<file path="config.mk">
export PLATFORM = sky130hd
export DESIGN_NAME = lineage_ranksum_null_sampler
export DESIGN_NICKNAME = d
export VERILOG_FILES = /design/src/hw/rtl/lrs_pkg.sv /design/src/hw/rtl/lrs_front.sv /design/src/hw/rtl/lrs_queue.sv /design/src/hw/rtl/lrs_back.sv /design/src/hw/rtl/lineage_ranksum_null_sampler.sv
export SDC_FILE = /design/constraint.sdc
export NUM_CORES = 2
export LEC_CHECK = 0
export BUFFER_PORTS_ARGS = -buffer_cell sky130_fd_sc_hd__buf_2
export CORE_MARGIN = 2
export CORE_UTILIZATION = 40
export DETAILED_ROUTE_END_ITERATION = 8
export MAX_ROUTING_LAYER = met4
export PLACE_DENSITY = 0.54
export SYNTH_ARGS = -nofsm -noshare
export SYNTH_HDL_FRONTEND = slang
export SYNTH_SLANG_ARGS = --single-unit
</file>
<file path="constraint.sdc">
create_clock -name clk -period 26.6 [get_ports clk]
set_clock_uncertainty 0.15 [all_clocks]
set_input_delay 0 -clock clk [delete_from_list [all_inputs] [get_ports clk]]
set_output_delay 0 -clock clk [all_outputs]
set_load 0.03 [all_outputs]
</file>
<file path="src/hw/rtl/lrs_pkg.sv">
`timescale 1ns / 1ps
// ----------------------------------------------------------------------------
// lrs_pkg
// Shared types and constants of the lineage rank-sum null sampler.
// ----------------------------------------------------------------------------
package lrs_pkg;

  localparam int U_W      = 17;
  localparam int V_W      = 18;
  localparam int RANK_W   = 17;
  localparam int SUM_W    = 40;
  localparam int DRAW_W   = 32;
  localparam int KIND_W   = 2;
  localparam int MODE_W   = 2;

  localparam int RECIP_BITS = 48;
  localparam int FRAC_BITS  = 32;

  localparam int QUEUE_DEPTH_DEF = 4;

  localparam logic [KIND_W-1:0] KIND_COAL = 2'd0;
  localparam logic [KIND_W-1:0] KIND_U    = 2'd1;
  localparam logic [KIND_W-1:0] KIND_V    = 2'd2;
  localparam logic [KIND_W-1:0] KIND_NONE = 2'd3;

  // mode zero behaves like the minus-one ratio
  localparam logic [MODE_W-1:0] MODE_ZERO  = 2'd0;
  localparam logic [MODE_W-1:0] MODE_PLUS  = 2'd1;
  localparam logic [MODE_W-1:0] MODE_MINUS = 2'd2;
  localparam logic [MODE_W-1:0] MODE_EXACT = 2'd3;
  localparam logic [MODE_W-1:0] MODE_RESET = MODE_MINUS;

  typedef enum logic [1:0] {
    OP_COAL,
    OP_ADD_U,
    OP_ADD_V,
    OP_NONE
  } op_t;

  typedef struct packed {
    op_t               op;
    logic [DRAW_W-1:0] draw;
    logic              last;
  } item_t;

endpackage

</file>
<file path="src/hw/rtl/lrs_front.sv">
`timescale 1ns / 1ps
// ----------------------------------------------------------------------------
// lrs_front
// Input stage: takes events, decodes the kind into an operation, and hands
// them to the event queue.
// ----------------------------------------------------------------------------
module lrs_front
  import lrs_pkg::*;
(
  input  logic              clk,
  input  logic              rst,
  input  logic              push,
  output logic              full,
  input  logic [KIND_W-1:0] kind,
  input  logic [DRAW_W-1:0] uniform_draw,
  input  logic              end_of_run,
  output logic              q_push,
  output item_t             q_item,
  input  logic              q_full
);

  logic  hold_valid;
  item_t hold;
  logic  take;

  function automatic op_t classify(input logic [KIND_W-1:0] k);
    op_t o;
    case (k)
      KIND_COAL: o = OP_COAL;
      KIND_U:    o = OP_ADD_U;
      KIND_V:    o = OP_ADD_V;
      default:   o = OP_NONE;
    endcase
    return o;
  endfunction

  assign full   = hold_valid && q_full;
  assign take   = push && !full;
  assign q_push = hold_valid && !q_full;
  assign q_item = hold;

  always_ff @(posedge clk) begin
    if (rst) begin
      hold_valid <= 1'b0;
    end else if (take) begin
      hold_valid <= 1'b1;
    end else if (q_push) begin
      hold_valid <= 1'b0;
    end
  end

  always_ff @(posedge clk) begin
    if (take) begin
      hold.op   <= classify(kind);
      hold.draw <= uniform_draw;
      hold.last <= end_of_run;
    end
  end

endmodule

</file>
<file path="src/hw/rtl/lrs_queue.sv">
`timescale 1ns / 1ps
// ----------------------------------------------------------------------------
// lrs_queue
// Small event queue between the front stage and the compute engine.
// ----------------------------------------------------------------------------
module lrs_queue
  import lrs_pkg::*;
#(
  parameter int DEPTH = QUEUE_DEPTH_DEF
) (
  input  logic  clk,
  input  logic  rst,
  input  logic  push,
  input  item_t din,
  output logic  full,
  input  logic  pop,
  output item_t dout,
  output logic  empty
);

  localparam int PW = (DEPTH > 1) ? $clog2(DEPTH) : 1;
  localparam int CW = $clog2(DEPTH + 1);
  localparam logic [PW-1:0] LAST_PTR = PW'(DEPTH - 1);
  localparam logic [CW-1:0] DEPTH_C  = CW'(DEPTH);

  item_t         mem [DEPTH];
  logic [PW-1:0] wr_ptr;
  logic [PW-1:0] rd_ptr;
  logic [CW-1:0] count;
  logic          do_push;
  logic          do_pop;

  assign full    = (count == DEPTH_C);
  assign empty   = (count == '0);
  assign do_push = push && !full;
  assign do_pop  = pop && !empty;
  assign dout    = mem[rd_ptr];

  always_ff @(posedge clk) begin
    if (rst) begin
      wr_ptr <= '0;
      rd_ptr <= '0;
      count  <= '0;
    end else begin
      if (do_push) begin
        wr_ptr <= (wr_ptr == LAST_PTR) ? '0 : wr_ptr + 1'b1;
      end
      if (do_pop) begin
        rd_ptr <= (rd_ptr == LAST_PTR) ? '0 : rd_ptr + 1'b1;
      end
      if (do_push && !do_pop) begin
        count <= count + 1'b1;
      end else if (do_pop && !do_push) begin
        count <= count - 1'b1;
      end
    end
  end

  always_ff @(posedge clk) begin
    if (do_push) begin
      mem[wr_ptr] <= din;
    end
  end

  a_count_bound: assert property (@(posedge clk) disable iff (rst) count <= DEPTH_C)
    else $error("queue count beyond depth");
  a_empty_ptrs: assert property (@(posedge clk) disable iff (rst) empty |-> rd_ptr == wr_ptr)
    else $error("queue empty with pointers apart");

endmodule

</file>
<file path="src/hw/rtl/lrs_back.sv">
`timescale 1ns / 1ps
// ----------------------------------------------------------------------------
// lrs_back
// Compute engine: applies events to the lineage counts, works out the merge
// chance with a shared multiplier and a bit-serial divider, holds the result.
// ----------------------------------------------------------------------------
module lrs_back
  import lrs_pkg::*;
(
  input  logic              clk,
  input  logic              rst,
  input  logic              in_empty,
  input  item_t             in_item,
  output logic              in_pop,
  input  logic              mode_we,
  input  logic [MODE_W-1:0] mode_wdata,
  output logic              empty,
  input  logic              pop,
  output logic [SUM_W-1:0]  rank_sum
);

  typedef enum logic [2:0] {
    S_IDLE,
    S_RLOAD,
    S_RDIV,
    S_MUL,
    S_FLOAD,
    S_FDIV,
    S_APPLY
  } state_t;

  localparam int CNT_W = $clog2(RECIP_BITS + 1);
  localparam int ACC_W = RECIP_BITS + 1;
  localparam int LO_W  = 25;

  state_t                    state;
  logic [MODE_W-1:0]         mode;
  logic [U_W-1:0]            u;
  logic signed [V_W-1:0]     v;
  logic [RANK_W-1:0]         rank;
  logic [SUM_W-1:0]          sum;
  op_t                       cur_op;
  logic [DRAW_W-1:0]         cur_draw;
  logic                      cur_last;
  logic                      hit;
  logic [2:0]                k;
  logic [1:0]                m;
  logic [63:0]               rem;
  logic [63:0]               dden;
  logic [RECIP_BITS-1:0]     quo;
  logic [CNT_W-1:0]          cnt;
  logic [RECIP_BITS-1:0]     common;
  logic [ACC_W-1:0]          acc1;
  logic [ACC_W-1:0]          acc2;
  logic [63:0]               fnum;
  logic [63:0]               fden;
  logic                      out_valid;
  logic [SUM_W-1:0]          out_data;

  logic [18:0]               zz;
  logic [18:0]               ww;
  logic [18:0]               ss;
  logic signed [19:0]        den12;
  logic [17:0]               num12;
  logic                      v_le1;
  logic [18:0]               mul_a;
  logic [LO_W-1:0]           mul_b;
  logic [43:0]               mul_p;
  logic [ACC_W-1:0]          acc_sel;
  logic [64:0]               shifted;
  logic [64:0]               diff;
  logic                      ge;
  logic [63:0]               rem_step;
  logic [RECIP_BITS-1:0]     quo_step;
  logic [SUM_W-1:0]          sum_new;

  assign zz    = {2'b00, u};
  assign ww    = {1'b0, v};
  assign ss    = zz + ww;
  assign v_le1 = v[V_W-1] || (v[V_W-2:0] <= 17'd1);
  assign num12 = (mode == MODE_PLUS) ? {1'b0, u} + 18'd1 : {1'b0, u} - 18'd1;
  assign den12 = $signed({3'b000, u}) + $signed({{2{v[V_W-1]}}, v})
               - ((mode == MODE_PLUS) ? 20'sd0 : 20'sd2);

  // one shared multiplier: reciprocal operands, then partial products
  assign acc_sel = m[1] ? acc2 : acc1;
  always_comb begin
    mul_a = '0;
    mul_b = '0;
    if (state == S_MUL) begin
      mul_a = m[1] ? ww - 19'd1 : zz - 19'd1;
      mul_b = m[0] ? {1'b0, acc_sel[ACC_W-1:LO_W]} : acc_sel[LO_W-1:0];
    end else begin
      case (k)
        3'd0: begin mul_a = ss - 19'd1; mul_b = {6'd0, ss - 19'd2}; end
        3'd1: begin mul_a = zz - 19'd1; mul_b = {6'd0, zz};         end
        3'd2: begin mul_a = ww;         mul_b = {6'd0, ww + 19'd1}; end
        3'd3: begin mul_a = ww - 19'd1; mul_b = {6'd0, ww};         end
        default: begin mul_a = zz;      mul_b = {6'd0, zz + 19'd1}; end
      endcase
    end
  end
  assign mul_p = {25'd0, mul_a} * {19'd0, mul_b};

  // restoring divider step, one quotient bit per cycle
  assign shifted  = {rem, 1'b0};
  assign diff     = shifted - {1'b0, dden};
  assign ge       = (shifted >= {1'b0, dden});
  assign rem_step = ge ? diff[63:0] : shifted[63:0];
  assign quo_step = {quo[RECIP_BITS-2:0], ge};

  assign sum_new = (cur_op == OP_COAL && hit) ? sum + {{(SUM_W-RANK_W){1'b0}}, rank} : sum;

  assign in_pop   = (state == S_IDLE) && !in_empty && !out_valid;
  assign empty    = !out_valid;
  assign rank_sum = out_data;

  always_ff @(posedge clk) begin
    if (rst) begin
      state     <= S_IDLE;
      mode      <= MODE_RESET;
      u         <= '0;
      v         <= '0;
      rank      <= '0;
      sum       <= '0;
      out_valid <= 1'b0;
    end else begin
      if (mode_we) begin
        mode <= mode_wdata;
      end
      if (pop && out_valid) begin
        out_valid <= 1'b0;
      end
      case (state)
        S_IDLE: begin
          if (in_pop) begin
            cur_op   <= in_item.op;
            cur_draw <= in_item.draw;
            cur_last <= in_item.last;
            if (in_item.op != OP_COAL) begin
              hit   <= 1'b0;
              state <= S_APPLY;
            end else begin
              rank <= rank + 1'b1;
              if (u <= 17'd1) begin
                hit   <= 1'b0;
                state <= S_APPLY;
              end else if (mode == MODE_EXACT) begin
                if (v_le1) begin
                  hit   <= 1'b1;
                  state <= S_APPLY;
                end else begin
                  k     <= 3'd0;
                  state <= S_RLOAD;
                end
              end else if (den12 == 20'sd0) begin
                hit   <= 1'b1;
                state <= S_APPLY;
              end else if (den12 < 20'sd0) begin
                hit   <= 1'b0;
                state <= S_APPLY;
              end else if ({2'b00, num12} >= den12[19:0]) begin
                hit   <= 1'b1;
                state <= S_APPLY;
              end else begin
                rem   <= {46'd0, num12};
                dden  <= {44'd0, den12[19:0]};
                quo   <= '0;
                cnt   <= CNT_W'(FRAC_BITS);
                state <= S_FDIV;
              end
            end
          end
        end
        S_RLOAD: begin
          dden  <= {20'd0, mul_p};
          rem   <= 64'd1;
          quo   <= '0;
          cnt   <= CNT_W'(RECIP_BITS);
          state <= S_RDIV;
        end
        S_RDIV: begin
          rem <= rem_step;
          quo <= quo_step;
          cnt <= cnt - 1'b1;
          if (cnt == CNT_W'(1)) begin
            case (k)
              3'd0: common <= quo_step;
              3'd1: acc1   <= {1'b0, quo_step - common};
              3'd2: acc1   <= acc1 + {1'b0, quo_step};
              3'd3: acc2   <= {1'b0, quo_step - common};
              default: acc2 <= acc2 + {1'b0, quo_step};
            endcase
            if (k == 3'd4) begin
              m     <= 2'd0;
              state <= S_MUL;
            end else begin
              k     <= k + 1'b1;
              state <= S_RLOAD;
            end
          end
        end
        S_MUL: begin
          m <= m + 1'b1;
          case (m)
            2'd0: fnum <= {20'd0, mul_p};
            2'd1: fnum <= fnum + ({20'd0, mul_p} << LO_W);
            2'd2: fden <= fnum + {20'd0, mul_p};
            default: begin
              fden  <= fden + ({20'd0, mul_p} << LO_W);
              state <= S_FLOAD;
            end
          endcase
        end
        S_FLOAD: begin
          if (fnum >= fden) begin
            hit   <= 1'b1;
            state <= S_APPLY;
          end else begin
            rem   <= fnum;
            dden  <= fden;
            quo   <= '0;
            cnt   <= CNT_W'(FRAC_BITS);
            state <= S_FDIV;
          end
        end
        S_FDIV: begin
          rem <= rem_step;
          quo <= quo_step;
          cnt <= cnt - 1'b1;
          if (cnt == CNT_W'(1)) begin
            hit   <= cur_draw < quo_step[FRAC_BITS-1:0];
            state <= S_APPLY;
          end
        end
        S_APPLY: begin
          if (cur_last) begin
            out_valid <= 1'b1;
            out_data  <= sum_new;
            u         <= '0;
            v         <= '0;
            rank      <= '0;
            sum       <= '0;
          end else begin
            case (cur_op)
              OP_ADD_U: u <= u + 1'b1;
              OP_ADD_V: v <= v + 18'sd1;
              OP_COAL: begin
                if (hit) begin
                  u <= u - 1'b1;
                end else begin
                  v <= v - 18'sd1;
                end
              end
              default: ;
            endcase
            sum <= sum_new;
          end
          state <= S_IDLE;
        end
        default: state <= S_IDLE;
      endcase
    end
  end

  a_hit_needs_two: assert property (@(posedge clk) disable iff (rst)
      (state == S_APPLY && cur_op == OP_COAL && hit) |-> u > 17'd1)
    else $error("group u shrinks with fewer than two lineages");
  a_div_count: assert property (@(posedge clk) disable iff (rst)
      (state == S_RDIV || state == S_FDIV) |-> cnt != '0)
    else $error("divider running with zero count");
  a_result_source: assert property (@(posedge clk) disable iff (rst)
      $rose(out_valid) |-> $past(state == S_APPLY && cur_last))
    else $error("result raised outside end of run");

endmodule

</file>
<file path="src/hw/rtl/lineage_ranksum_null_sampler.sv">
`timescale 1ns / 1ps
// ----------------------------------------------------------------------------
// lineage_ranksum_null_sampler
// Rank-sum sampler over coalescent tree events with three merge-chance forms.
//
//   channel  | handshake                  | payload
//   events   | push / full                | kind, uniform_draw, end_of_run
//   results  | empty / pop                | rank_sum
//   config   | probability_mode_we        | probability_mode
//
// Sample events and unknown kinds go straight from idle to the apply step.
// Coalescent events in forms 1 and 2 may run the bit-serial divider for the
// quotient; the exact form runs five reciprocals, four partial products, a
// compare and a 32-bit quotient.
// Reset clears all counts and the queue and sets the mode to 2.
// The engine starts an event only once the previous result has been popped;
// the input stage and queue keep accepting events meanwhile, until the queue fills.
// ----------------------------------------------------------------------------
module lineage_ranksum_null_sampler
  import lrs_pkg::*;
#(
  parameter int QUEUE_DEPTH = QUEUE_DEPTH_DEF
) (
  input  logic              clk,
  input  logic              rst,
  input  logic              push,
  output logic              full,
  input  logic [KIND_W-1:0] kind,
  input  logic [DRAW_W-1:0] uniform_draw,
  input  logic              end_of_run,
  output logic              empty,
  input  logic              pop,
  output logic [SUM_W-1:0]  rank_sum,
  input  logic              probability_mode_we,
  input  logic [MODE_W-1:0] probability_mode
);

  logic  q_push;
  item_t q_din;
  logic  q_full;
  logic  q_pop;
  item_t q_dout;
  logic  q_empty;

  lrs_front u_front (
    .clk          (clk),
    .rst          (rst),
    .push         (push),
    .full         (full),
    .kind         (kind),
    .uniform_draw (uniform_draw),
    .end_of_run   (end_of_run),
    .q_push       (q_push),
    .q_item       (q_din),
    .q_full       (q_full)
  );

  lrs_queue #(
    .DEPTH (QUEUE_DEPTH)
  ) u_queue (
    .clk   (clk),
    .rst   (rst),
    .push  (q_push),
    .din   (q_din),
    .full  (q_full),
    .pop   (q_pop),
    .dout  (q_dout),
    .empty (q_empty)
  );

  lrs_back u_back (
    .clk        (clk),
    .rst        (rst),
    .in_empty   (q_empty),
    .in_item    (q_dout),
    .in_pop     (q_pop),
    .mode_we    (probability_mode_we),
    .mode_wdata (probability_mode),
    .empty      (empty),
    .pop        (pop),
    .rank_sum   (rank_sum)
  );

endmodule
</file>
==> out/metrics.csv <==
metric,value,unit
DR pass1 iterations,8,
1st-iter DRT viols,5448,
syn_area_per_cell,9.33,um^2
htree depth,3,
Cells after Synth,8020,
LEAKAGE,35.3,nW
fin crit share,0.559,
final number of setup-violating endpoints,0,
Post-synth EDFFs,711,
I/O pin total,84,
Switching Fraction,0.488,
Yosys reg bits,819,
Max VDD drop,0.128,mV
Critical Path Start Type,flip-flop,
pin count of the biggest net entering global routing,97,
"Clk pin slew, worst setup/hold paths",60,ps
GR Overflow Total,0,
FMAX,67.2,MHz
worst hold start,rst,
Combinational Power Share,0.661,
Setup crit end kind,flip-flop,
max incr delay on CP,750,ps
chip width,437,um
row cnt,158,
RSZ-0062 raised after global routing,no,
status,finished clean,
Synthesized Nets,9131,
Flop pwr share,0.194,
total chip power,9.55,mW
Syn. warnings,0,
CP Class,reg -> reg,
Final ANT Viol Nets,0,
DR vias,61300,
first-pass GRT wire length,389000,um
worst setup path startpoint,u_back.u[0],
Die ar.,0.191,mm^2
Hold WC Path Type,in -> reg,
final wirelength,261000,um
"FFs w/ async S/R, synth",0,
Area Overhead vs Synth,10.3,%
final net count,9204,
Fill cells,18000,
Worst-Margin Slew,1320,ps
sequential share of the synthesized area,0.314,
Sink Count,819,
Max Buffers Root-to-Sink,3,
total CTS buffers,98,
Clk pwr share,0.145,
Sequential cell area,0.0235,mm^2
GPL Wtd Cong,0.967,
slew margin rel.,0.122,
Port Buffers,83,
initial core utilization,0.403,
"most used cell, CP",fa_1,
number of global-route vias before repair,60600,
max-slew violations,0,
initial antenna violation count,8,
Psw,4.67,mW
HPWL Detailed,202000,um
fraction of layout cells with a size suffix above 1,0.0721,
CTS tree,done,
clock period minus worst slack,14880,ps
clk_lat worst skew,770,ps
CP Max Fanout,17,
Max Cap Violations,0,
Setup TNS,0,ps
DIE HEIGHT,437,um
Via density,5.75,
CP arrival,15220,ps
Placeable Area,0.186,mm^2
mapped cell area,0.0749,mm^2
Int Power,4.89,mW
multi-input logic area,0.0473,mm^2
top_reg_cell synth,edfxtp_1,
root buf cell,clkbuf_16,
Wirelength per Cell,24.5,um
Hold Fails Final Rpt,0,
"Slowest-stage cell, CP",dfxtp_1,
Residual DRC,0,
Worst EP required,26950,ps
total power density per cell area,116,mW/mm^2
Total GRT Usage,0.278,
Worst R2R Start,u_back.u[0],
post-synthesis cell type count,110,
[worst paths after layout]
kind,end,slack [ps],depth (start not counted)
worst max-delay path,u_back.fden[47],11720,42
worst min-delay path,flip-flop,70,3
worst max register to register,u_back.fden[47],11720,42
worst min register to register,flip-flop,320,2
[synth_stat cells (46+ instances only)]
master    number  area share
a211oi_1      57      0.0057
a21o_1       252       0.025
a21oi_1      545       0.036
a22oi_1       78      0.0078
a31oi_1       56      0.0047
and2_1       108      0.0090
and3_1       109      0.0091
clkbuf_1     271       0.014
dfxtp_1      108       0.029
edfxtp_1     711        0.29
fa_1         402        0.11
ha_1         667        0.11
inv_1        808       0.041
mux2i_1       46      0.0062
mux4_2        59       0.018
nand2_1      812       0.041
nand2b_1      91      0.0076
nand3_1      114      0.0076
nand4_1       72      0.0060
nor2_1       641       0.032
nor2b_1      104      0.0087
nor3_1       105      0.0070
o21a_1        63      0.0063
o21ai_0      467       0.031
o21bai_1      64      0.0064
xnor2_1      305       0.036
xor2_1       222       0.026
[per-layer routing]
layer | share of wire | wire, um | global-route usage
met5 | 0 | 0 | -
met4 | 0.042 | 11000 | 0.105
met3 | 0.058 | 15100 | 0.0340
met2 | 0.46 | 121000 | 0.438
met1 | 0.44 | 114000 | 0.365
[worst max-delay path: cells and delay by family (launching register included)]
family | cells | cell delay, ps
compound gates | 11 | 3380
buf+inv | 3 | 460
xor+xnor | 4 | 1500
simple gates | 14 | 3660
flops | 1 | 750
fa+ha+maj | 10 | 4650
[layout make-up]
type,count,share of cell area
diodes,5,0.000152
clock buffers,123,0.0326
clock inverters,55,0.00714
inverters,814,0.0370
multi-input cells,6056,0.573
flip-flops and latches,819,0.285
well taps,2480,0.0376
repair buffers,304,0.0279
[cells by family (layout without fill, tap and decap cells)]
logic type / Yosys count / count (layout) / share of synthesized area
AND/OR/NAND/NOR: 2337 / 2337 / 0.146
adder cells (fa/ha/maj): 1069 / 1069 / 0.219
flip-flops: 819 / 819 / 0.314
other: 0 / 5 / 0
buffers and inverters: 1145 / 1296 / 0.0581
AO/OA/AOI/OAI: 1984 / 1984 / 0.171
XOR/XNOR: 529 / 529 / 0.0622
multiplexers: 137 / 137 / 0.0287
[timing repair]
item,4_1_cts,5_1_grt
hold buffers,86,0
gates resized for setup,0,0
buffers inserted,0,0
endpoints found under the hold margin,211,0
endpoints found under the setup margin,0,0
[power by group through the flow]
stage               registers [mW]  logic [mW]  clock network, mW
floorplan                     1.82        4.27                  0
global placement              1.88        6.14                  0
detailed placement            1.88        6.17                  0
CTS                           1.85        6.22               1.42
global route                  1.87        6.89               1.46
finish                        1.85        6.31               1.39
[flip-flops by register name, summed over array words and instances, names as in the netlist, 6 cells and up, named ones only]
| signal | cells |
|---|---|
| u_back.acc2 | 49 |
| u_back.cnt | 6 |
| u_back.cur_draw | 32 |
| u_front.q_item | 35 |
| u_back.rank | 17 |
| u_back.u | 17 |
| u_back.dden | 64 |
| u_back.fden | 64 |
| u_back.sum | 40 |
| u_back.quo | 47 |
| u_back.acc1 | 49 |
| u_back.rank_sum | 40 |
| u_back.rem | 64 |
| u_back.v | 18 |
| u_queue.mem | 140 |
| u_back.fnum | 64 |
| u_back.common | 48 |
[placed cells by master, fill, tap and decap left out, types with 86 or more instances in the layout]
| master | instances |
|---|---|
| a21oi_1 | 541 |
| xnor2_1 | 297 |
| nor2_1 | 637 |
| buf_4 | 135 |
| nand2b_1 | 91 |
| dfxtp_1 | 106 |
| nand3_1 | 114 |
| clkbuf_16 | 102 |
| fa_1 | 402 |
| a21o_1 | 252 |
| nor3_1 | 103 |
| and3_1 | 108 |
| and2_1 | 101 |
| nand2_1 | 809 |
| inv_1 | 808 |
| edfxtp_1 | 711 |
| o21ai_0 | 462 |
| nor2b_1 | 97 |
| dlygate4sd3_1 | 86 |
| xor2_1 | 217 |
| ha_1 | 664 |
[metrics by stage]
| step | worst slack, ps | utilization | cell area, um^2 | instances | hold slack (ps) |
|---|---|---|---|---|---|
| after floorplan | 14470 | - | 74900 | 8020 | -51.1 |
| after global placement | 12230 | 0.422 | 78400 | 10400 | 26.5 |
| after detailed placement | 12020 | 0.422 | 78400 | 10400 | 28.1 |
| after CTS | 11980 | 0.445 | 82500 | 10700 | 6.93 |
| after global routing | 11000 | 0.445 | 82600 | 10700 | 40.5 |
| final | 11720 | 0.445 | 82600 | 10700 | 72.6 |
(Power assumes the default switching activity.)
